[src/rtl/assert_macros.svh]
// Assertion helpers for the RTL files that check their own behavior.
// Needs a clock named clk and an active-low reset named rst_n in scope.
`ifndef ASSERT_MACROS_SVH
`define ASSERT_MACROS_SVH

// Check a property at every rising clock edge outside reset.
`define ASSERT_CLK(label, prop, msg) \
    label: assert property (@(posedge clk) disable iff (!rst_n) (prop)) else $error(msg);

// Check that a condition implies a consequence in the same cycle.
`define ASSERT_IMPL(label, ante, cons, msg) \
    label: assert property (@(posedge clk) disable iff (!rst_n) (ante) |-> (cons)) \
        else $error(msg);

`endif

[src/rtl/fsge_pkg.sv]
// Shared types, constants and defaults of the glyph strip extractor.
// No dependencies; every RTL module refers to it by scoped names.
package fsge_pkg;

    // default build parameters
    localparam int MAX_CELL_DEF    = 32;
    localparam int STRIP_BYTES_DEF = 16384;
    localparam int MAX_ROWS_DEF    = 32;

    // fixed sizes
    localparam int OFS_DEPTH  = 257;
    localparam int RES_CAP    = 32;
    localparam int OUT_BYTES  = 8;
    localparam int QDEPTH     = 4;
    localparam int RED_STEPS  = 7;
    localparam int RED_KW     = 3;
    localparam int S_TDATA_W  = 48;
    localparam int S_TUSER_W  = 2;
    localparam int M_TDATA_W  = 80;

    // input opcodes
    localparam logic [1:0] OP_WR_OFS   = 2'd0;
    localparam logic [1:0] OP_WR_STRIP = 2'd1;
    localparam logic [1:0] OP_RENDER   = 2'd2;

    // configuration register indexes
    localparam logic [2:0] REG_FIRST_CHAR  = 3'd0;
    localparam logic [2:0] REG_LAST_CHAR   = 3'd1;
    localparam logic [2:0] REG_STRIP_ROW   = 3'd2;
    localparam logic [2:0] REG_FORM_ROWS   = 3'd3;
    localparam logic [2:0] REG_ROM_ROWS    = 3'd4;
    localparam logic [2:0] REG_OUT_STRIDE  = 3'd5;

    typedef enum logic [1:0] {
        K_WR_OFS,
        K_WR_STRIP,
        K_RENDER
    } kind_t;

    typedef struct packed {
        kind_t        kind;
        logic [13:0]  address;
        logic [15:0]  write_value;
        logic [15:0]  char_code;
    } item_t;

    typedef struct packed {
        logic [7:0]   first_char;
        logic [7:0]   last_char;
        logic [12:0]  strip_row_bytes;
        logic [5:0]   form_rows;
        logic [5:0]   rom_row_count;
        logic [3:0]   output_stride;
    } cfg_t;

    typedef struct packed {
        logic [4:0]   row_index;
        logic [63:0]  row_bits;
        logic [6:0]   glyph_width;
        logic         status;
        logic         last_row;
    } res_t;

    localparam cfg_t CFG_RESET = '{
        first_char:      8'd0,
        last_char:       8'd255,
        strip_row_bytes: 13'd256,
        form_rows:       6'd16,
        rom_row_count:   6'd0,
        output_stride:   4'd2
    };

endpackage

[src/rtl/fsge_front.sv]
// Front end: accepts input transfers, drops items that do nothing and
// tags the rest with their kind. Depends on fsge_pkg.
module fsge_front (
    input  logic                            clk,
    input  logic                            rst_n,
    input  logic                            in_valid,
    output logic                            in_ready,
    input  logic [fsge_pkg::S_TUSER_W-1:0]  in_opcode,
    input  logic [13:0]                     in_address,
    input  logic [15:0]                     in_value,
    input  logic [15:0]                     in_char,
    output logic                            push,
    output fsge_pkg::item_t                 push_item,
    input  logic                            q_ready
);

    logic             f_valid_reg;
    logic             f_valid_next;
    fsge_pkg::item_t  f_item_reg;
    fsge_pkg::item_t  f_item_next;
    logic             keep;
    fsge_pkg::kind_t  kind;

    assign in_ready  = !f_valid_reg || q_ready;
    assign push      = f_valid_reg && q_ready;
    assign push_item = f_item_reg;

    always_comb
    begin
        keep = 1'b0;
        kind = fsge_pkg::K_RENDER;
        unique case (in_opcode)
            fsge_pkg::OP_WR_OFS:
            begin
                kind = fsge_pkg::K_WR_OFS;
                keep = (in_address < 14'(fsge_pkg::OFS_DEPTH));
            end
            fsge_pkg::OP_WR_STRIP:
            begin
                kind = fsge_pkg::K_WR_STRIP;
                keep = 1'b1;
            end
            fsge_pkg::OP_RENDER:
            begin
                kind = fsge_pkg::K_RENDER;
                keep = 1'b1;
            end
            default:
            begin
                keep = 1'b0;
            end
        endcase
    end

    always_comb
    begin
        f_valid_next = f_valid_reg;
        f_item_next  = f_item_reg;
        if (in_valid && in_ready)
        begin
            f_valid_next = keep;
            f_item_next  = '{kind: kind, address: in_address,
                             write_value: in_value, char_code: in_char};
        end
        else if (push)
        begin
            f_valid_next = 1'b0;
        end
    end

    always_ff @(posedge clk or negedge rst_n)
    begin
        if (!rst_n)
        begin
            f_valid_reg <= 1'b0;
        end
        else
        begin
            f_valid_reg <= f_valid_next;
            f_item_reg  <= f_item_next;
        end
    end

endmodule

[config.mk]
export PLATFORM = sky130hd
export DESIGN_NAME = fsge_front
export DESIGN_NICKNAME = d
export VERILOG_FILES = /design/src/rtl/assert_macros.svh /design/src/rtl/fsge_pkg.sv /design/src/rtl/fsge_front.sv
export SDC_FILE = /design/constraint.sdc
export NUM_CORES = 1
export LEC_CHECK = 0
export ABC_AREA = 1
export BUFFER_PORTS_ARGS = -buffer_cell sky130_fd_sc_hd__buf_2
export CORE_UTILIZATION = 40
export DETAILED_ROUTE_END_ITERATION = 6
export GPL_TIMING_DRIVEN = 0
export PLACE_DENSITY_LB_ADDON = 0.2
export SLEW_MARGIN = 20
export SYNTH_ARGS = -nofsm -noshare
export SYNTH_HDL_FRONTEND = slang
export SYNTH_SLANG_ARGS = --single-unit
[constraint.sdc]
create_clock -name clk -period 9.2 [get_ports clk]
set_clock_uncertainty 0.05 [all_clocks]
set_input_delay 1.38 -clock clk [delete_from_list [all_inputs] [get_ports clk]]
set_output_delay 1.38 -clock clk [all_outputs]
set_load 0.03 [all_outputs]
# Word level (Yosys, flattened, before mapping)
# Cells that the tools add are included.
dict set report totals {
  register_bits 49
  elab_cells 20
}
dict set report op_classes {
  n_lt_le_gt_ge 1
  eq_ne 2
  n_mux 4
  reduce_logical 8
}
# op count
set op_table {}
lappend op_table {{14-bit by 9-bit < comparator with 1-bit output (second input constant)} 1}
lappend op_table {{2-bit case mux with 2 select lines} 1}
lappend op_table {{2-bit by 1-bit equality test with 1-bit output (second input constant)} 1}
lappend op_table {{2-bit equality test (second input constant)} 1}
lappend op_table {{1-bit logical AND} 2}
lappend op_table {{2-bit zero test} 1}
lappend op_table {{1-bit 2-to-1 mux} 2}
lappend op_table {{1-bit case mux with 2 select lines} 1}
lappend op_table {{2-bit AND reduction} 1}
lappend op_table {{2-bit nonzero test} 1}
lappend op_table {{2-bit OR reduction} 1}
lappend op_table {{1-bit zero test} 1}
lappend op_table {{1-bit logical OR} 1}

# Logic depth before layout (Yosys ltp)
# Gate-level depths: netlist of run 1.
dict set report depth {
  depth_word 4
  depth_mapped 8
  depth_no_buf 8
}

# Worst setup path before layout of run 1
# OpenSTA, ideal clock, no wires.
dict set report synth_timing {
  path_type {input to register}
  startpoint {input q_ready}
  endpoint {register f_item_reg (netlist bit push_item[0]) (enable)}
  setup_time_ns 0.455
  t_arrival_ns 3.455
  slack_ns 5.240
  path_stages 2
  cell_sequence {nor2_1 > nor2_1}
}
dict set report synth_via {
  elab_chain_len 3
}
# item line_no
set synth_rtl {}
lappend synth_rtl {{start: declaration} fsge_front.sv:14} ;# input logic q_ready
lappend synth_rtl {{1-bit logical OR} fsge_front.sv:24} ;# assign in_ready = !f_valid_reg || q_ready;
lappend synth_rtl {{1-bit logical AND} fsge_front.sv:59} ;# if (in_valid && in_ready)
lappend synth_rtl {{2-bit AND reduction (no source line)} n/a}
lappend synth_rtl {{end signal: assignment} fsge_front.sv:80} ;# f_item_reg <= f_item_next;
lappend synth_rtl {{end: declaration} fsge_front.sv:19} ;# fsge_pkg::item_t f_item_reg;
# No other way between the ends.
# A chain may end at the register's enable or synchronous reset.

# Worst setup path after layout of run 1
dict set report layout_timing {
  startpoint {input q_ready}
  endpoint {output in_ready}
}
dict set report layout_via {
  elab_chain_len 1
}
# item line_no
set layout_rtl {}
lappend layout_rtl {{1-bit logical OR} fsge_front.sv:24}
lappend layout_rtl {{end: declaration} fsge_front.sv:7} ;# output logic in_ready,
# No other way between the ends.

==> results of run 1 <==
metal layers:
layer  share of wire, %  vias to the layer above
met5                  0                        -
met4                1.6                        0
met3                 13                        8
met2                 49                       65
met1                 36                      479
li1                   -                      509
worst max-delay path, delay by kind of cell:
kind          cells  cell delay [ns]
simple gates      1             0.22
buf+inv           3             0.37
area by class of cell:
class                   count  area, µm²  area share [%]
flip-flops and latches     49       1470            63.0
repair buffers            102        533            22.9
multi-input cells          25        151            6.50
clock buffers               6       72.6            3.12
well taps                  48       60.1            2.58
inverters                   8       30.0            1.29
clock inverters             2       15.0           0.645
power by group through the flow:
stage	Combinational (mW)	Clock, mW	Sequential [mW]
finish	0.0532	0.119	0.260
detailed placement	0.0542	0	0.265
global route	0.0576	0.131	0.261
floorplan	0.00921	0	0.285
CTS	0.0541	0.125	0.260
global placement	0.0501	0	0.266
path summary, 6_finish.rpt:
path,from,endpoint,slack [ns],cells past startpoint
worst max-delay path,q_ready,in_ready,5.79,4
worst min-delay path,f_valid_reg,f_valid_reg,0.60,4
worst max register to register,f_valid_reg,push_item[14],7.57,4
worst min register to register,f_valid_reg,f_valid_reg,0.60,4
max in group asynchronous,rst_n,f_valid_reg,8.21,1
min in group asynchronous,rst_n,f_valid_reg,0.80,1
cells in the mapped netlist:
| cell | instances |
|---|---|
| nor2_4 | 1 |
| edfxtp_1 | 48 |
| o21ai_1 | 1 |
| dfrtp_1 | 1 |
| nor2_1 | 9 |
| nor3_2 | 1 |
| ha_1 | 4 |
| nand2_1 | 9 |
| inv_1 | 8 |
cell families (layout without fill, tap and decap cells):
| group | count (synthesis) | after routing |
|---|---|---|
| DFF | 49 | 49 |
| adders and majority gates | 4 | 4 |
| and+or+nand+nor | 20 | 20 |
| buffers and inverters | 8 | 118 |
| AOI/OAI and AO/OA | 1 | 1 |
==> impl_metrics.py, run 1 <==
metrics = {
    "power": {
        "p_switching_uw": 103,
        "power.density_nw_per_um2": 185,
        "p_clk_share_pct": 27.5,
        "ir_worst_vdd_mv": 0.101,
        "intPower_uw": 329,
        "leakage_nw": 1.02,
        "power_uw": 432,
        "seqPwrFrac_pct": 60.1,
        "pwr-share-comb_pct": 12.3,
        "swShare_pct": 23.9,
    },
    "placement": {
        "gp_congestion": 0.659,
        "post_dp_cell_area_um2": 2240,
        "place_ws_ns": 5.79,
        "hpwlAfterDp_um": 2460,
        "dp.cells": 232,
        "place.port_buffers": 101,
    },
    "sta": {
        "holdWs_ns": 0.601,
        "setup_viol": 0,
        "max_freq_mhz": 293,
        "fin_ws_ns": 5.79,
        "rsz0062_at_grt": "false",
        "fin_crit_sh_pct": 37.0,
        "fin_crit_ns": 3.41,
        "worst_slew_pin_slew_ns": 0.667,
        "drv_slew": 0,
        "fin_setup_tns_ns": 0,
        "maxSlewHeadroom_pct": 55.4,
        "hold_viol_final": 0,
    },
    "setup_path": {
        "cpMostUsedCell": "buf_2",
        "cp.arrival_ns": 1.98,
        "crit_chain": "buf_2 -> nor2_1 -> inv_1 -> buf_2",
        "cp_slowest_stage_delay_ns": 0.22,
        "cp.required_ns": 7.77,
        "endpoint_kind": "primary output",
        "cp_slowest_cell": "nor2_1",
        "critPathLaunchType": "input port",
        "critical_path_class": "input port to primary output",
        "crit_fanout": 2,
    },
    "yosys": {
        "yosys.area_share.adder_pct": 3.05,
        "seq_area_frac_synth_pct": 89.4,
        "postSynthNetCount": 138,
        "syn_area_um2": 1640,
        "synth_compound_area_share_pct": 0.305,
        "yosysUniqueCellTypes": 9,
        "synth-simple-area-share_pct": 5.42,
        "synth_top_family_by_area": "simple AND/OR/NAND/NOR gates",
        "yosys.area.top_type_share_pct": 87.9,
        "synth_xor_area_share_pct": 0,
        "yosys.area.top_type": "edfxtp_1",
        "synthCells": 82,
        "synthMuxAreaShare_pct": 0,
        "synth_seq_cells": 49,
        "ys_warn_count": 0,
        "syn_area_per_cell_um2": 20.0,
        "synthTopCellsByArea": "edfxtp_1, ha_1, nand2_1, nor2_1, inv_1",
    },
    "final_layout": {
        "n_antenna_cell": 0,
        "nets": 247,
        "final_area_um2": 2330,
        "fin_util_pct": 61.3,
        "final_common_cell": "buf_2",
        "final_cell_mix": "buf_2, edfxtp_1, nand2_1",
        "drive_gt1_share_pct": 58.3,
        "finalNonFillerCells": 240,
        "fill_cells": 316,
        "largest_register_ffs": 48,
        "area_delta_synth_final_pct": 42.0,
    },
    "global_routing": {
        "gr-max-usage-layer": "met2",
        "grt_use_met3_pct": 6.90,
        "grt_pass1_wl_um": 4580,
        "grt_antenna_before_repair": 0,
        "grt_max_degree": 27,
        "overflow": 0,
        "grt_pass1_vias": 1053,
        "grt_use_met2_pct": 26.4,
        "grt_use_total_pct": 14.7,
        "grt.met1_usage_pct": 14.4,
    },
    "die": {
        "rows": 22,
        "start_util_pct": 43.2,
        "core_area_um2": 3800,
        "dieArea_um2": 4360,
        "io_pins": 102,
        "die_w_um": 66.0,
        "die_h_um": 66.0,
    },
    "detailed_routing": {
        "drc": 0,
        "drt_wl_total_um": 3050,
        "drtAntennaViolNets": 0,
        "routedWlPerCell_um": 12.7,
        "drt_iter0_drc": 73,
        "dr.pass1.iters": 3,
        "via_per_inst": 4.42,
        "vias": 1061,
    },
    "clocking": {
        "h-tree-depth": 2,
        "post_cts_buffers": 0,
        "root_buffer": "clkbuf_8",
        "cts_buffers": 5,
        "cts-hold-fix-buffers": 0,
        "postCtsResizedCells": 0,
        "insertion_delay_ns": 0.29,
        "cts_sinks": 49,
        "clkSlewWorstSetupHoldPaths_ns": 0.08,
        "cts_tree": "built",
        "clockBufferDepth": 2,
    },
    "run_status": {
        "status": "finished, final reports clean",
    },
    "hold_path": {
        "holdCritPathClass": "flip-flop to flip-flop",
    },
    "run": {
        "max-cap-violations": 0,
    },
}
(Power assumes the default switching activity.)
==> run 2: changes to the inputs <==
Settings changed: CORE_UTILIZATION 40 to 37.
Clock period 9.2 ns to 2.7 ns, I/O delays scaled along.
==> run 2 against run 1 <==
Against the previous run: hold slack worse by 0.37 ns; worst setup slack worse by 5.1 ns; sequential power rose to 3.4 times the previous value; flip-flop and latch count unchanged; first-iteration DRC count down 1.4%; combinational power rose to 3.5 times the previous value; critical path type is now input port to flip-flop; largest power group unchanged.
==> impl_metrics.py, run 2 (synthesis results as in run 1) <==
metrics = {
    "run_status": {
        "status": "finished, final reports clean",
    },
    "setup_path": {
        "ff2ff_path_depth": 4,
        "cp.arrival_ns": 1.95,
        "critPathLaunchType": "input port",
        "cp.required_ns": 2.65,
        "critical_path_class": "input port to flip-flop",
        "crit_fanout": 26,
        "crit_chain": "dlygate4sd3_1 -> buf_2 -> nand2_1 -> nor2_4 -> buf_16",
        "r2r_slack_ns": 1.04,
        "rr_startpoint": "f_valid_reg",
        "timing.rr.end": "push_item[28]",
        "cp_slowest_stage_delay_ns": 0.57,
        "cp_slowest_cell": "nor2_4",
        "endpoint_kind": "flip-flop",
    },
    "placement": {
        "gp_congestion": 0.633,
        "place.port_buffers": 101,
        "hpwlAfterDp_um": 2560,
        "place_ws_ns": 0.907,
    },
    "global_routing": {
        "grt_max_degree": 27,
        "gr-max-usage-layer": "met2",
        "grt_pass1_wl_um": 4710,
        "grt_use_total_pct": 14.8,
        "overflow": 0,
        "grt_use_met3_pct": 5.26,
        "grt.met1_usage_pct": 16.4,
        "grt_use_met2_pct": 24.8,
        "grt_antenna_before_repair": 0,
        "grt_pass1_vias": 997,
    },
    "clocking": {
        "insertion_delay_ns": 0.30,
        "cts-hold-fix-buffers": 1,
        "postCtsResizedCells": 0,
        "root_buffer": "clkbuf_8",
        "cts_tree": "built",
        "cts_sinks": 49,
        "post_cts_buffers": 0,
        "clkSlewWorstSetupHoldPaths_ns": 0.08,
        "cts_buffers": 5,
        "h-tree-depth": 2,
        "clockBufferDepth": 2,
    },
    "hold_path": {
        "min_from": "in_char[2]",
        "holdPathEnd": "push_item[2]",
        "holdPathStages": 1,
        "holdCritPathClass": "input port to flip-flop",
    },
    "power": {
        "leakage_nw": 1.03,
        "power.density_nw_per_um2": 633,
        "power_mw": 1.48,
        "ir_worst_vdd_mv": 0.308,
    },
    "detailed_routing": {
        "drtAntennaViolNets": 0,
        "via_per_inst": 4.33,
        "vias": 1051,
        "drc": 0,
        "routedWlPerCell_um": 13.8,
        "dr.pass1.iters": 4,
        "drt_iter0_drc": 72,
        "drt_wl_total_um": 3350,
    },
    "sta": {
        "fin_ws_ns": 0.707,
        "rsz0062_at_grt": "false",
        "holdWs_ns": 0.231,
        "max_freq_mhz": 502,
        "worst_slew_pin_slew_ns": 0.694,
        "setup_viol": 0,
        "hold_viol_final": 0,
        "drv_slew": 0,
        "fin_crit_sh_pct": 73.8,
        "fin_setup_tns_ns": 0,
        "maxSlewHeadroom_pct": 53.6,
        "fin_crit_ns": 1.99,
    },
    "final_layout": {
        "final_common_cell": "buf_2",
        "area_delta_synth_final_pct": 42.6,
        "n_antenna_cell": 0,
        "nets": 248,
        "fill_cells": 352,
        "drive_gt1_share_pct": 58.5,
        "fin_util_pct": 56.9,
        "largest_register_ffs": 48,
        "final_cell_mix": "buf_2, edfxtp_1, nand2_1",
    },
    "die": {
        "die_w_um": 68.6,
        "core_area_um2": 4120,
        "die_h_um": 68.6,
        "dieArea_um2": 4700,
        "io_pins": 102,
        "rows": 23,
        "start_util_pct": 39.9,
    },
    "run": {
        "max-cap-violations": 0,
    },
}
==> run 2: changes by cell type in the layout (fill, tap and decap cells not counted) <==
cell | before | now
dlygate4sd3_1 | 0 | 1
clkinvlp_4 | 2 | 1
clkbuf_1 | 1 | 0
clkinv_2 | 0 | 2
==> run 2: area by class of cell <==
type	count	area, µm²	share of cell area, %
clock buffer	5	68.8	2.94
tap	50	62.6	2.67
inverter	8	30.0	1.28
multi-input combinational	25	151	6.47
sequential	49	1470	62.7
clock inverter	3	17.5	0.749
timing repair buffer	103	543	23.2
==> run 2: worst max path at each step <==
stage                         end  startpoint  slack, ns
floorplan            push_item[0]       rst_n       0.51
global placement    push_item[31]       rst_n       0.08
detailed placement  push_item[30]       rst_n       0.91
CTS                 push_item[30]       rst_n       0.70
global route        push_item[30]       rst_n       0.64
finish              push_item[28]       rst_n       0.71
==> run 2: stage by stage <==
stage | cell area, µm² | std cells
detailed placement | 2240 | 234
finish | 2340 | 243
global placement | 2210 | 233
global route | 2340 | 243
floorplan | 1640 | 82
CTS | 2340 | 243
==> run 2: power by group <==
| part | internal [mW] | switching (mW) |
|---|---|---|
| registers | 0.877 | 0.00814 |
| clock network | 0.179 | 0.234 |
| logic | 0.0612 | 0.123 |
==> run 2: layer usage <==
layer / routed length [µm] / part of all wire [%]
met5: 0 / 0
met4: 58 / 1.7
met3: 321 / 9.6
met2: 1650 / 49
met1: 1320 / 39
==> run 2: worst max-delay path: cells and delay by family <==
family	cells	cell delay, ns
buf+inv	3	0.89
simple gates	2	0.65
