File: config.mk
export PLATFORM = sky130hd
export DESIGN_NAME = fsge_queue
export DESIGN_NICKNAME = d
export VERILOG_FILES = /design/src/rtl/assert_macros.svh /design/src/rtl/fsge_pkg.sv /design/src/rtl/fsge_queue.sv
export SDC_FILE = /design/constraint.sdc
export NUM_CORES = 1
export LEC_CHECK = 0
export BUFFER_PORTS_ARGS = -buffer_cell sky130_fd_sc_hd__buf_2
export CORE_UTILIZATION = 55
export CTS_CLUSTER_SIZE = 40
export DETAILED_ROUTE_END_ITERATION = 8
export PLACE_DENSITY = 0.77
export SLEW_MARGIN = 30
export SYNTH_ARGS = -nofsm -noshare
export SYNTH_HDL_FRONTEND = slang
export SYNTH_SLANG_ARGS = --single-unit
File: constraint.sdc
create_clock -name clk -period 3 [get_ports clk]
set_input_delay 0.75 -clock clk [delete_from_list [all_inputs] [get_ports clk]]
set_output_delay 0.75 -clock clk [all_outputs]
set_load 0.01 [all_outputs]
File: src/rtl/assert_macros.svh
// Assertion helpers for the RTL files that check their own behavior.
// Needs a clock named clk and an active-low reset named rst_n in scope.
`ifndef ASSERT_MACROS_SVH
`define ASSERT_MACROS_SVH

// Check a property at every rising clock edge outside reset.
`define ASSERT_CLK(label, prop, msg) \
    label: assert property (@(posedge clk) disable iff (!rst_n) (prop)) else $error(msg);

// Check that a condition implies a consequence in the same cycle.
`define ASSERT_IMPL(label, ante, cons, msg) \
    label: assert property (@(posedge clk) disable iff (!rst_n) (ante) |-> (cons)) \
        else $error(msg);

`endif

File: src/rtl/fsge_pkg.sv
// Shared types, constants and defaults of the glyph strip extractor.
// No dependencies; every RTL module refers to it by scoped names.
package fsge_pkg;

    // default build parameters
    localparam int MAX_CELL_DEF    = 32;
    localparam int STRIP_BYTES_DEF = 16384;
    localparam int MAX_ROWS_DEF    = 32;

    // fixed sizes
    localparam int OFS_DEPTH  = 257;
    localparam int RES_CAP    = 32;
    localparam int OUT_BYTES  = 8;
    localparam int QDEPTH     = 4;
    localparam int RED_STEPS  = 7;
    localparam int RED_KW     = 3;
    localparam int S_TDATA_W  = 48;
    localparam int S_TUSER_W  = 2;
    localparam int M_TDATA_W  = 80;

    // input opcodes
    localparam logic [1:0] OP_WR_OFS   = 2'd0;
    localparam logic [1:0] OP_WR_STRIP = 2'd1;
    localparam logic [1:0] OP_RENDER   = 2'd2;

    // configuration register indexes
    localparam logic [2:0] REG_FIRST_CHAR  = 3'd0;
    localparam logic [2:0] REG_LAST_CHAR   = 3'd1;
    localparam logic [2:0] REG_STRIP_ROW   = 3'd2;
    localparam logic [2:0] REG_FORM_ROWS   = 3'd3;
    localparam logic [2:0] REG_ROM_ROWS    = 3'd4;
    localparam logic [2:0] REG_OUT_STRIDE  = 3'd5;

    typedef enum logic [1:0] {
        K_WR_OFS,
        K_WR_STRIP,
        K_RENDER
    } kind_t;

    typedef struct packed {
        kind_t        kind;
        logic [13:0]  address;
        logic [15:0]  write_value;
        logic [15:0]  char_code;
    } item_t;

    typedef struct packed {
        logic [7:0]   first_char;
        logic [7:0]   last_char;
        logic [12:0]  strip_row_bytes;
        logic [5:0]   form_rows;
        logic [5:0]   rom_row_count;
        logic [3:0]   output_stride;
    } cfg_t;

    typedef struct packed {
        logic [4:0]   row_index;
        logic [63:0]  row_bits;
        logic [6:0]   glyph_width;
        logic         status;
        logic         last_row;
    } res_t;

    localparam cfg_t CFG_RESET = '{
        first_char:      8'd0,
        last_char:       8'd255,
        strip_row_bytes: 13'd256,
        form_rows:       6'd16,
        rom_row_count:   6'd0,
        output_stride:   4'd2
    };

endpackage

File: src/rtl/fsge_queue.sv
// Short queue between front and back end, so each side can stall alone.
// Depends on fsge_pkg.
module fsge_queue (
    input  logic             clk,
    input  logic             rst_n,
    input  logic             push,
    input  fsge_pkg::item_t  push_item,
    output logic             q_ready,
    output logic             q_valid,
    output fsge_pkg::item_t  q_item,
    input  logic             pop
);

    localparam int QAW = $clog2(fsge_pkg::QDEPTH);

    fsge_pkg::item_t  mem [0:fsge_pkg::QDEPTH-1];
    logic [QAW-1:0]   wr_ptr_reg;
    logic [QAW-1:0]   rd_ptr_reg;
    logic [QAW:0]     count_reg;

    assign q_ready = (count_reg != (QAW+1)'(fsge_pkg::QDEPTH));
    assign q_valid = (count_reg != '0);
    assign q_item  = mem[rd_ptr_reg];

    always_ff @(posedge clk)
    begin
        if (push)
        begin
            mem[wr_ptr_reg] <= push_item;
        end
    end

    always_ff @(posedge clk or negedge rst_n)
    begin
        if (!rst_n)
        begin
            wr_ptr_reg <= '0;
            rd_ptr_reg <= '0;
            count_reg  <= '0;
        end
        else
        begin
            if (push)
            begin
                wr_ptr_reg <= wr_ptr_reg + 1'b1;
            end
            if (pop)
            begin
                rd_ptr_reg <= rd_ptr_reg + 1'b1;
            end
            unique case ({push, pop})
                2'b10:   count_reg <= count_reg + 1'b1;
                2'b01:   count_reg <= count_reg - 1'b1;
                default: count_reg <= count_reg;
            endcase
        end
    end

endmodule

## After elaboration in Yosys (flattened, before gate mapping)

Memories as Yosys holds them, arrays and structs flattened.
Cells that the tools add are included.

| cells by class | value |
|---|---|
| reduce and logical (&&, ||, !) cells | 2 |
| eq/ne operators | 3 |
| $add $sub $neg | 4 |
| multiplexer cells | 3 |

Operators with widths:

| cell | number |
|---|---|
| case mux 3 bit (2 select lines) | 1 |
| adder 2 x 1 -> 2 bit (second input constant) | 2 |
| adder 3 x 1 -> 3 bit (second input constant) | 1 |
| != test 3 bit (second input constant) | 1 |
| nonzero test 3 bit | 1 |
| subtractor 3 x 1 -> 3 bit (second input constant) | 1 |
| equality test 2 x 1 -> 1 bit (second input constant) | 1 |
| equality test 2 bit (second input constant) | 1 |
| 2-to-1 mux 1 bit | 2 |
| nonzero test 2 bit | 1 |

| storage, ports and cells | value |
|---|---|
| register bits after elaboration | 7 |
| RAM bits | 192 |
| memories kept | 1 |
| word-level logic and storage cells | 16 |

Memories:

| memory | depth | width | rd ports | clocked after Yosys merged registers in | write ports | line | source |
|---|---|---|---|---|---|---|---|
| mem | 4 | 48 | 1 | 0 | 1 | fsge_queue.sv:16 | `fsge_pkg::item_t mem [0:fsge_pkg::QDEPTH-1];` |

## Depth between registers and ports, before layout

Gate-level depths: netlist of the first run.

| logic depth | value |
|---|---|
| depth in word-level cells | 2 |
| depth in mapped cells | 7 |

## Least setup slack after synthesis of the first run

OpenSTA, ideal clock, no wires.

| timing | value |
|---|---|
| kind | input -> register |
| start | input port push |
| end | memory mem[0][0] in the netlist's numbering (enable) |
| required time | 2.590 ns |
| cell stages on the path | 1 |
| library setup time | 0.410 ns |
| arrival | 1.900 ns |
| setup slack | 0.690 ns |
| cells stage by stage | and2_1 |

| between the ends | value |
|---|---|
| cells in the longest elaborated chain, start to end | 2 |

RTL lines:

| what | line | source |
|---|---|---|
| start, declared | fsge_queue.sv:6 | `input logic push,` |
| 2-to-1 mux 1 bit | fsge_queue.sv:27 | `if (push)` |
| 2-to-1 mux 1 bit (implied by the code) | fsge_queue.sv:29 | `mem[wr_ptr_reg] <= push_item;` |
| end, declared | fsge_queue.sv:16 |  |

Every way passes these cells.

==> results of run 1 <==
==> worst paths after layout <==
kind / cells past startpoint / to / from / slack, ns
worst max-delay path: 3 / q_item[5] / rd_ptr_reg[0]$_DFFE_PN0P_ / 0.24
worst min-delay path: 1 / count_reg[2]$_DFFE_PN0P_ / rst_n / 0.17
worst max register to register: 4 / mem[2][14]$_DFFE_PP_ / wr_ptr_reg[0]$_DFFE_PN0P_ / 1.52
worst min register to register: 1 / count_reg[2]$_DFFE_PN0P_ / count_reg[2]$_DFFE_PN0P_ / 0.50
max in group asynchronous: 1 / rd_ptr_reg[0]$_DFFE_PN0P_ / rst_n / 2.62
min in group clk: 1 / count_reg[2]$_DFFE_PN0P_ / count_reg[2]$_DFFE_PN0P_ / 0.50
==> cells in the final DEF (no fill, tap or decap) <==
| cell | instances |
|---|---|
| and2_2 | 4 |
| buf_12 | 5 |
| buf_2 | 101 |
| buf_4 | 4 |
| bufinv_16 | 4 |
| clkbuf_1 | 2 |
| clkbuf_16 | 17 |
| clkinv_1 | 5 |
| clkinv_2 | 1 |
| clkinvlp_4 | 2 |
| dfrtp_1 | 5 |
| dfrtp_2 | 1 |
| dfrtp_4 | 1 |
| edfxtp_1 | 192 |
| fa_1 | 1 |
| ha_1 | 5 |
| inv_1 | 6 |
| mux4_2 | 48 |
| nand2_1 | 3 |
| nand3_1 | 1 |
| nor2_1 | 1 |
| o21ai_0 | 2 |
| or3_1 | 1 |
| xnor2_1 | 2 |
| xor2_1 | 4 |
==> area by class of cell <==
class                      count  share of cell area [%]
clock buffer                  19                   4.980
clock inverter                12                   1.828
inverter                       6                  0.2591
multi-input combinational     72                   14.75
sequential                   199                   68.39
tap                          172                   2.476
timing repair buffer         110                   7.311
==> stage by stage <==
step / instance area, um^2 / utilization (%) / hold slack [ns]
after detailed placement: 8102 / 63.17 / 0.4915
after CTS: 8693 / 67.79 / 0.1589
after floorplan: 7380 / - / 0.4544
final: 8693 / 67.79 / 0.1684
after global placement: 8102 / 63.17 / 0.4823
after global routing: 8693 / 67.79 / 0.1533
==> cell families (layout without fill, tap and decap cells) <==
logic type                 after synthesis  after routing  synth area share [%]
xor gates and xnor gates                 6              6                0.7121
and+or+nand+nor                         10             10                0.6950
adders and majority gates                6              6                 1.119
buffers and inverters                   17            147                 2.187
DFF                                    199            199                 80.50
muxes                                   48             48                 14.65
AOI/OAI and AO/OA                        2              2                0.1356
==> metal layers <==
metal | track usage [%] | routed length, um
met5 | 0 | 0
met4 | 9.295 | 264
met3 | 5.378 | 663
met2 | 30.92 | 6175
met1 | 25.30 | 5126
==> cells in the mapped netlist (2+ instances only) <==
master and n:
and2_1 4, buf_12 5, buf_2 4, dfrtp_1 7, edfxtp_1 192, ha_1 5
inv_1 6, mux4_2 48, nand2_1 3, o21ai_0 2, xnor2_1 2, xor2_1 4
==> power by group <==
part / internal, uW / total [uW] / switching [uW] / leakage, uW
logic: 1150 / 2390 / 1240 / 0.000886
clock network: 1370 / 2270 / 898 / 0.000280
registers: 3640 / 3820 / 180 / 0.00184
==> metrics.yaml, run 1 <==
htree_levels: 4
synth_edf_count: 192
slowest_delay_ns: 0.58
setup_ws_ns: 0.2405
rsz0062_at_grt: "false"
maxCapViolCount: 0
syn2layout_area_growth_pct: 17.80
avgViaCountPerCell: 5.571
path_class: "flop to primary output"
clk_pin_slew_ns: 0.06
grt_overflow: 0
synthTopCellsByArea: "edfxtp_1 78%, mux4_2 15%, dfrtp_1 2.4%, buf_12 1.4%, ha_1 0.85%"
setup_tns_ns: 0
place_ws_ns: 0.6487
dp_cells: 559
power_uw: 8487
clk_latency_ns: 0.42
p_leak_uw: 0.003011
grt_pass1_vias: 3546
syn-cell-area_um2: 7380
finalHoldViolations: 0
finalNetCount: 464
num_vias: 3287
cp_top_family: "flip-flops"
worst_pin_slew_ns: 0.3720
n_antenna_cell: 0
drtIter0Drc: 286
drive_above_1_share_pct: 44.98
design.core.area_um2: 12820
peakVddDrop_mv: 0.4277
path_cells: "buf_12 -> mux4_2 -> buf_2"
drtAntennaViolNets: 0
postCtsSetupBuffers: 0
arrival_ns: 2.01
max_slew_margin_pct: 75.20
die_h_um: 117.8
cts-root-buf: "clkbuf_16"
p_per_area_nw_per_um2: 976.3
cts_sinks: 199
outcome: "finished, final reports clean"
critical_path_buf_inv_count: 2
cp_slowest_cell: "dfrtp_4"
cp-start-kind: "flop"
async_flop_share_pct: 3.518
yosys.area.top_type_share_pct: 78.13
antenna_found_initial: 0
timing.final.crit_share_pct: 91.98
route.detailed.drc: 0
synthCells: 288
grt_pass1_wl_mm: 19.49
setup_viol: 0
portBuffers: 101
synth_cell_types: 18
die_area_um2: 13890
finClkSkew_ns: 0.005439
ctsLongestPathBuffers: 2
worst_setup_path_end_kind: "primary output"
grt_max_degree: 49
gr-usage-all-layers_pct: 19.52
gp_congestion: 0.6510
synth_area_leader_cell: "edfxtp_1"
wl_mm: 12.23
cts_resized: 0
io-pin-count: 102
finalCriticalPeriod_ns: 2.759
first_pass_iters: 4
avgRoutedWirePerCell_um: 20.73
start_util_pct: 57.54
die_x_um: 117.8
largest_reg_flops: 192
multiInputGateArea_um2: 1282
synth-main-ff-cell: "edfxtp_1"
syn_area_per_cell_um2: 25.62
ys_seq_elements: 199
cp_max_fo: 26
max_freq_mhz: 362.4
dp_hpwl_mm: 7.112
cts_tree: "done"
final_cells: 590
ys_seq_area_share_pct: 80.50
hold_path.class: "primary input to async pin"
regArea_um2: 5946
yosysWarnings: 0
num_rows: 41
syn_nets: 346
cts_buffers: 17
cp.required_ns: 2.25
cts_hold_buffers: 0
report.final.slew_viol_count: 0
nFillCells: 818
No activity file was read; power rests on OpenSTA's default activity.
==> inputs of run 2 (changes only) <==
==> constraint.sdc (replaced) <==
create_clock -name clk -period 3 [get_ports clk]
set_input_delay 0.45 -clock clk [delete_from_list [all_inputs] [get_ports clk]]
set_output_delay 0.45 -clock clk [all_outputs]
set_load 0.01 [all_outputs]
==> run 2 against run 1 <==
  * Highest routed layer unchanged
  * Combinational power fell by 2%
  * Hold slack improved by 0.060 ns
  * Design area up 0.39%
  * Utilization rose by 0.26 points
  * Global-route usage shrank 0.70 points
  * Register-to-register slack worse by 0.44 ns
  * Clock-buffer cell count down 2
==> metrics.yaml, run 2 (synthesized netlist as in run 1, its figures left out) <==
antenna_found_initial: 1  # was 0
most-common-layout-cells: "192 x edfxtp_1, 101 x buf_2, 48 x mux4_2"  # unchanged
finalNetCount: 467  # was 464
grt_pass1_vias: 3414  # was 3546
cts_tree: "done"  # unchanged
multiInputGateArea_um2: 1282  # unchanged
outcome: "finished, final reports clean"  # unchanged
worst_setup_path_end_kind: "primary output"  # unchanged
htree_levels: 4  # unchanged
cp-start-kind: "flop"  # unchanged
finClkSkew_ns: 0.01869  # was 0.005439 ns
drtAntennaViolNets: 0  # unchanged
clk_pin_slew_ns: 0.07  # was 0.06 ns
clk_latency_ns: 0.43  # was 0.42 ns
avgViaCountPerCell: 5.534  # was 5.571
gr-usage-all-layers_pct: 18.83  # was 19.52%
gp_congestion: 0.7494  # was 0.6510
cp_slowest_cell: "dfrtp_4"  # unchanged
path_cells: "buf_4 -> mux4_2 -> buf_2"  # was buf_12 -> mux4_2 -> buf_2
num_vias: 3293  # was 3287
postCtsSetupBuffers: 0  # unchanged
place_area_um2: 8104  # was 8102 um^2
dp_hpwl_mm: 7.580  # was 7.112 mm
start_util_pct: 57.54  # unchanged
p_leak_uw: 0.003031  # was 0.003011 uW
cp.required_ns: 2.55  # was 2.25 ns
max_slew_margin_pct: 54.99  # was 75.20%
route.detailed.drc: 0  # unchanged
drtIter0Drc: 241  # was 286
grt_max_degree: 30  # was 49
nFillCells: 821  # was 818
die_area_um2: 13890  # unchanged
first_pass_iters: 4  # unchanged
setup_viol: 0  # unchanged
wl_mm: 11.98  # was 12.23 mm
cts-root-buf: "clkbuf_16"  # unchanged
io-pin-count: 102  # unchanged
portBuffers: 101  # unchanged
largest_reg_flops: 192  # unchanged
final_area_um2: 8727  # was 8693 um^2
maxCapViolCount: 0  # unchanged
worst_pin_slew_ns: 0.6751  # was 0.3720 ns
rsz0062_at_grt: "false"  # unchanged
peakVddDrop_mv: 0.6261  # was 0.4277 mV
path_class: "flop to primary output"  # unchanged
regArea_um2: 5946  # unchanged
grt_overflow: 0  # unchanged
slowest_delay_ns: 0.69  # was 0.58 ns
finalCriticalPeriod_ns: 2.610  # was 2.759 ns
setup_tns_ns: 0  # unchanged
avgRoutedWirePerCell_um: 20.14  # was 20.73 um
cts_sinks: 199  # unchanged
grt_pass1_wl_mm: 18.72  # was 19.49 mm
hold_ws_ns: 0.2288  # was 0.1684 ns
cp_max_fo: 20  # was 26
hold_path.class: "primary input to flop"  # was primary input to async pin
die_x_um: 117.8  # unchanged
max_freq_mhz: 383.2  # was 362.4 MHz
p_per_area_nw_per_um2: 974.1  # was 976.3 nW/um^2
num_rows: 41  # unchanged
syn2layout_area_growth_pct: 18.26  # was 17.80%
final_common_cell: "edfxtp_1"  # unchanged
arrival_ns: 2.16  # was 2.01 ns
design.core.area_um2: 12820  # unchanged
timing.final.crit_share_pct: 86.99  # was 91.98%
cts_buffers: 17  # unchanged
drive_above_1_share_pct: 45.97  # was 44.98%
report.final.slew_viol_count: 0  # unchanged
ctsLongestPathBuffers: 2  # unchanged
finalHoldViolations: 0  # unchanged
die_h_um: 117.8  # unchanged
-- run 2: report_power, final --
part	total [uW]	switching, uW	leakage [uW]	internal [uW]
clock network	2290	915	0.000289	1380
logic	2350	1210	0.000898	1140
registers	3860	213	0.00184	3640
total	8500	2330	0.00303	6170
-- run 2: what timing repair did --
action                                 4_1_cts  5_1_grt
gates resized for setup                      0        0
endpoints found under the hold margin        7        0
hold buffers                                 1        0
-- run 2: path summary, 6_finish.rpt --
path | start | end | slack, ns | cells past startpoint
max in group asynchronous | rst_n | rd_ptr_reg[0]$_DFFE_PN0P_ | 2.43 | 2
worst min-delay path | push_item[39] | mem[3][39]$_DFFE_PP_ | 0.23 | 1
worst max register to register | wr_ptr_reg[0]$_DFFE_PN0P_ | mem[2][34]$_DFFE_PP_ | 1.08 | 4
worst max-delay path | rd_ptr_reg[0]$_DFFE_PN0P_ | q_item[24] | 0.39 | 3
worst min register to register | count_reg[0]$_DFFE_PN0P_ | count_reg[0]$_DFFE_PN0P_ | 0.50 | 1
min in group asynchronous | rst_n | count_reg[0]$_DFFE_PN0P_ | 0.38 | 2
-- run 2: critical path, delay by kind of cell, from the launching register on --
kind     cells  cell delay (ns)
mux          1             0.54
flops        1             0.69
buf+inv      2             0.49
-- run 2: layer usage --
layer / vias up / track usage (%) / routed length, um
li1: 1452 / - / -
met1: 1728 / 25.80 / 5132
met2: 103 / 28.57 / 5952
met3: 10 / 6.008 / 738
met4: 0 / 7.212 / 159
met5: - / 0 / 0
-- run 2: through the flow --
step	utilization, %	total power [uW]	cells	worst slack, ns
finish	68.05	8501	595	0.3902
global route	68.03	8883	594	0.2433
CTS	68.03	8605	594	0.3195
detailed placement	63.19	6316	561	0.7957
global placement	63.19	6247	561	0.8350
floorplan	-	5541	288	0.8218
-- run 2: cell type report --
type | count | share of cell area (%)
Timing Repair Buffer | 113 | 7.427
Inverter | 6 | 0.2581
Antenna cell | 1 | 0.02867
Clock inverter | 15 | 2.122
Sequential cell | 199 | 68.13
Tap cell | 172 | 2.466
Clock buffer | 17 | 4.875
Multi-Input combinational cell | 72 | 14.70
==> inputs of run 3 (changes only) <==
ABC_AREA = 1   (was default)
MAX_ROUTING_LAYER = met4   (was default)
PLACE_DENSITY = 0.76   (was 0.77)
==> run 3 against run 2 <==
  * Area after synthesis is 14% higher
  * Critical path type unchanged
  * Critical endpoint is now q_item[43]
  * First-iteration DRC count rose by 54%
  * Via count is 43% higher
==> metrics.yaml, run 3 <==
synth_cell_types: 19  # was 18
finalNetCount: 764  # was 467
synthCells: 609  # was 288
cp_top_family: "flip-flops"  # unchanged
antenna_found_initial: 1  # unchanged
drtIter0Drc: 371  # was 241
timing.final.crit_share_pct: 82.41  # was 86.99%
worst_pin_slew_ns: 0.8420  # was 0.6751 ns
ys_seq_area_share_pct: 70.58  # was 80.50%
worst_setup_path_end_kind: "primary output"  # unchanged
setup_viol: 0  # unchanged
grt_max_degree: 67  # was 30
num_vias: 4721  # was 3293
drtAntennaViolNets: 0  # unchanged
hp-start: "push_item[40]"  # was push_item[39]
syn_area_per_cell_um2: 13.82  # was 25.62 um^2
cp_slowest_cell: "dfrtp_4"  # unchanged
peakVddDrop_mv: 0.5708  # was 0.6261 mV
hold_end: "mem[1][40]$_DFFE_PP_"  # was mem[3][39]$_DFFE_PP_
die_h_um: 125.7  # was 117.8 um
synth_common_cells: "192 x edfxtp_1, 155 x nand2_1, 109 x inv_1"  # was 192 x edfxtp_1, 48 x mux4_2, 7 x dfrtp_1
final_area_um2: 9667  # was 8727 um^2
yosys.area.top_type_share_pct: 68.50  # was 78.13%
r2r-end: "mem[0][13]$_DFFE_PP_"  # was mem[2][34]$_DFFE_PP_
portBuffers: 101  # unchanged
cts_resized: 0  # unchanged
setup_tns_ns: 0  # unchanged
syn-cell-area_um2: 8417  # was 7380 um^2
cell_internal_pwr_uw: 6281  # was 6167 uW
cts_sinks: 199  # unchanged
cp_max_fo: 66  # was 20
io-pin-count: 102  # unchanged
multiInputGateArea_um2: 1752  # was 1282 um^2
first_pass_iters: 4  # unchanged
power_frac_comb_pct: 34.5  # was 27.6%
synthTopCellsByArea: "edfxtp_1 69%, o211ai_2 8.9%, nand2_1 6.9%, inv_1 4.9%, o211ai_1 3.2%"  # was edfxtp_1 78%, mux4_2 15%, dfrtp_1 2.4%, buf_12 1.4%, ha_1 0.85%
synth_edf_count: 192  # unchanged
reg2regPathDepth: 5  # was 4
syn2layout_area_growth_pct: 14.85  # was 18.26%
final_common_cell: "edfxtp_1"  # unchanged
finClkSkew_ns: 0.009359  # was 0.01869 ns
synth_area_leader_cell: "edfxtp_1"  # unchanged
die_x_um: 125.7  # was 117.8 um
gp_congestion: 0.7283  # was 0.7494
power_uw: 9658  # was 8501 uW
final_cells: 904  # was 595
gr-usage-all-layers_pct: 21.06  # was 18.83%
path_class: "flop to primary output"  # unchanged
route.detailed.drc: 0  # unchanged
slowest_delay_ns: 0.75  # was 0.69 ns
setup_ws_ns: 0.5278  # was 0.3902 ns
p_leak_uw: 0.003969  # was 0.003031 uW
cp.required_ns: 2.55  # about the same
place_area_um2: 9014  # was 8104 um^2
r2r_slack_ns: 1.14  # was 1.08 ns
report.final.slew_viol_count: 0  # unchanged
arrival_ns: 2.02  # was 2.16 ns
critical_path.most_common_cell: "nand2_1"
dp_hpwl_mm: 9.060  # was 7.580 mm
postCtsSetupBuffers: 0  # unchanged
cts-root-buf: "clkbuf_16"  # unchanged
avgViaCountPerCell: 5.222  # was 5.534
die_area_um2: 15800  # was 13890 um^2
cp-start-kind: "flop"  # unchanged
p_switching_uw: 3376  # was 2334 uW
grt_overflow: 0  # unchanged
synth.most_common_cell: "edfxtp_1"  # unchanged
place_ws_ns: 1.008  # was 0.7957 ns
yosysWarnings: 0  # unchanged
seqPwrFrac_pct: 40.3  # was 45.4%
drive_above_1_share_pct: 29.07  # was 45.97%
hold_path.class: "primary input to flop"  # unchanged
finalHoldViolations: 0  # unchanged
start_util_pct: 57.05  # was 57.54%
clk_latency_ns: 0.42  # was 0.43 ns
cts_buffers: 17  # unchanged
reg2reg_from: "wr_ptr_reg[0]$_DFFE_PN0P_"  # unchanged
p_per_area_nw_per_um2: 999.1  # was 974.1 nW/um^2
max_slew_margin_pct: 43.87  # was 54.99%
avgRoutedWirePerCell_um: 16.67  # was 20.14 um
synth-main-ff-cell: "edfxtp_1"  # unchanged
grt_pass1_wl_mm: 24.10  # was 18.72 mm
rsz0062_at_grt: "false"  # unchanged
maxCapViolCount: 0  # unchanged
grt_pass1_vias: 4842  # was 3414
path_cells: "buf_12 -> nand2_1 -> o211ai_1 -> nand2_1 -> buf_2"  # was buf_4 -> mux4_2 -> buf_2
swShare_pct: 34.96  # was 27.45%
syn_nets: 667  # was 346
critical_path_buf_inv_count: 2  # unchanged
async_flop_share_pct: 3.518  # unchanged
outcome: "finished, final reports clean"  # unchanged
cts_hold_buffers: 1  # unchanged
most-common-layout-cells: "192 x edfxtp_1, 155 x nand2_1, 105 x inv_1"  # was 192 x edfxtp_1, 101 x buf_2, 48 x mux4_2
finalCriticalPeriod_ns: 2.472  # was 2.610 ns
max_freq_mhz: 404.5  # was 383.2 MHz
htree_levels: 4  # unchanged
cts_tree: "done"  # unchanged
ctsLongestPathBuffers: 2  # unchanged
largest_reg_flops: 192  # unchanged
hold-path-cell-count: 1  # unchanged
regArea_um2: 5946  # unchanged
clk_pin_slew_ns: 0.07  # about the same
clkPwrFrac_pct: 25.2  # was 27.0%
num_rows: 44  # was 41
wl_mm: 15.07  # was 11.98 mm
ys_seq_elements: 199  # unchanged
dp_cells: 870  # was 561
nFillCells: 1062  # was 821
design.core.area_um2: 14750  # was 12820 um^2
run 3: changes by cell type in the layout (fill, tap and decap cells not counted), moves of 4 or more:
cell	delta
buf_12	+4
mux4_2	-48
buf_4	-6
inv_2	+5
o211ai_2	+60
inv_1	+99
inv_6	+4
clkinv_1	-4
o211ai_1	+36
nand2_1	+152
and2_2	-4
run 3: how the worst max path moves through the flow:
stage / from / end / cells past startpoint
floorplan: push / mem[3][0]$_DFFE_PP_ / 3
global placement: rd_ptr_reg[1]$_DFFE_PN0P_ / q_item[18] / 4
detailed placement: rd_ptr_reg[0]$_DFFE_PN0P_ / q_item[45] / 5
CTS: rd_ptr_reg[0]$_DFFE_PN0P_ / q_item[43] / 5
global route: rd_ptr_reg[0]$_DFFE_PN0P_ / q_item[42] / 5
finish: rd_ptr_reg[0]$_DFFE_PN0P_ / q_item[43] / 5
run 3: metrics by stage:
| stage | hold WS (ns) | util [%] |
|---|---|---|
| finish | 0.2315 | 65.52 |
| global route | 0.2237 | 65.52 |
| CTS | 0.2208 | 65.50 |
| detailed placement | 0.3019 | 61.09 |
| global placement | 0.2953 | 61.09 |
| floorplan | 0.1544 | - |
run 3: logic make-up after synthesis:
logic type      count (synthesis)  synth area share, %
fa+ha+maj                       6               0.9811
xor+xnor                        4               0.4163
buf+inv                       143                8.607
simple gates                  159                7.165
compound gates                 98                12.25
flops                         199                70.58
run 3: layout make-up:
cell class / count / share of cell area, %
repair buffers: 111 / 7.067
clock buffers: 17 / 4.401
clock inverters: 15 / 2.226
multi-input cells: 267 / 18.12
well taps: 184 / 2.382
diodes: 1 / 0.02589
inverters: 110 / 4.271
flip-flops and latches: 199 / 61.51
run 3: power by group through the flow:
stage                     Clock, uW  Combinational (uW)  Sequential (uW)
after global routing           2570                3680             3940
final                          2430                3340             3890
after CTS                      2470                3390             3890
after global placement            0                3300             3920
after floorplan                   0                2550             3840
after detailed placement          0                3370             3950
run 3: routing by layer:
layer,global-route usage [%],up-vias,wire [um]
met4,7.819,0,154
met3,4.758,10,686
met5,-,-,0
li1,-,2305,-
met1,24.08,2302,6341
met2,36.27,104,7883
run 3: worst reg2reg max path, delay by kind of cell (launching register included):
kind / cells / cell delay (ns)
buffers and inverters: 3 / 0.92
and+or+nand+nor: 1 / 0.06
DFF: 1 / 0.42
adders and majority gates: 1 / 0.14
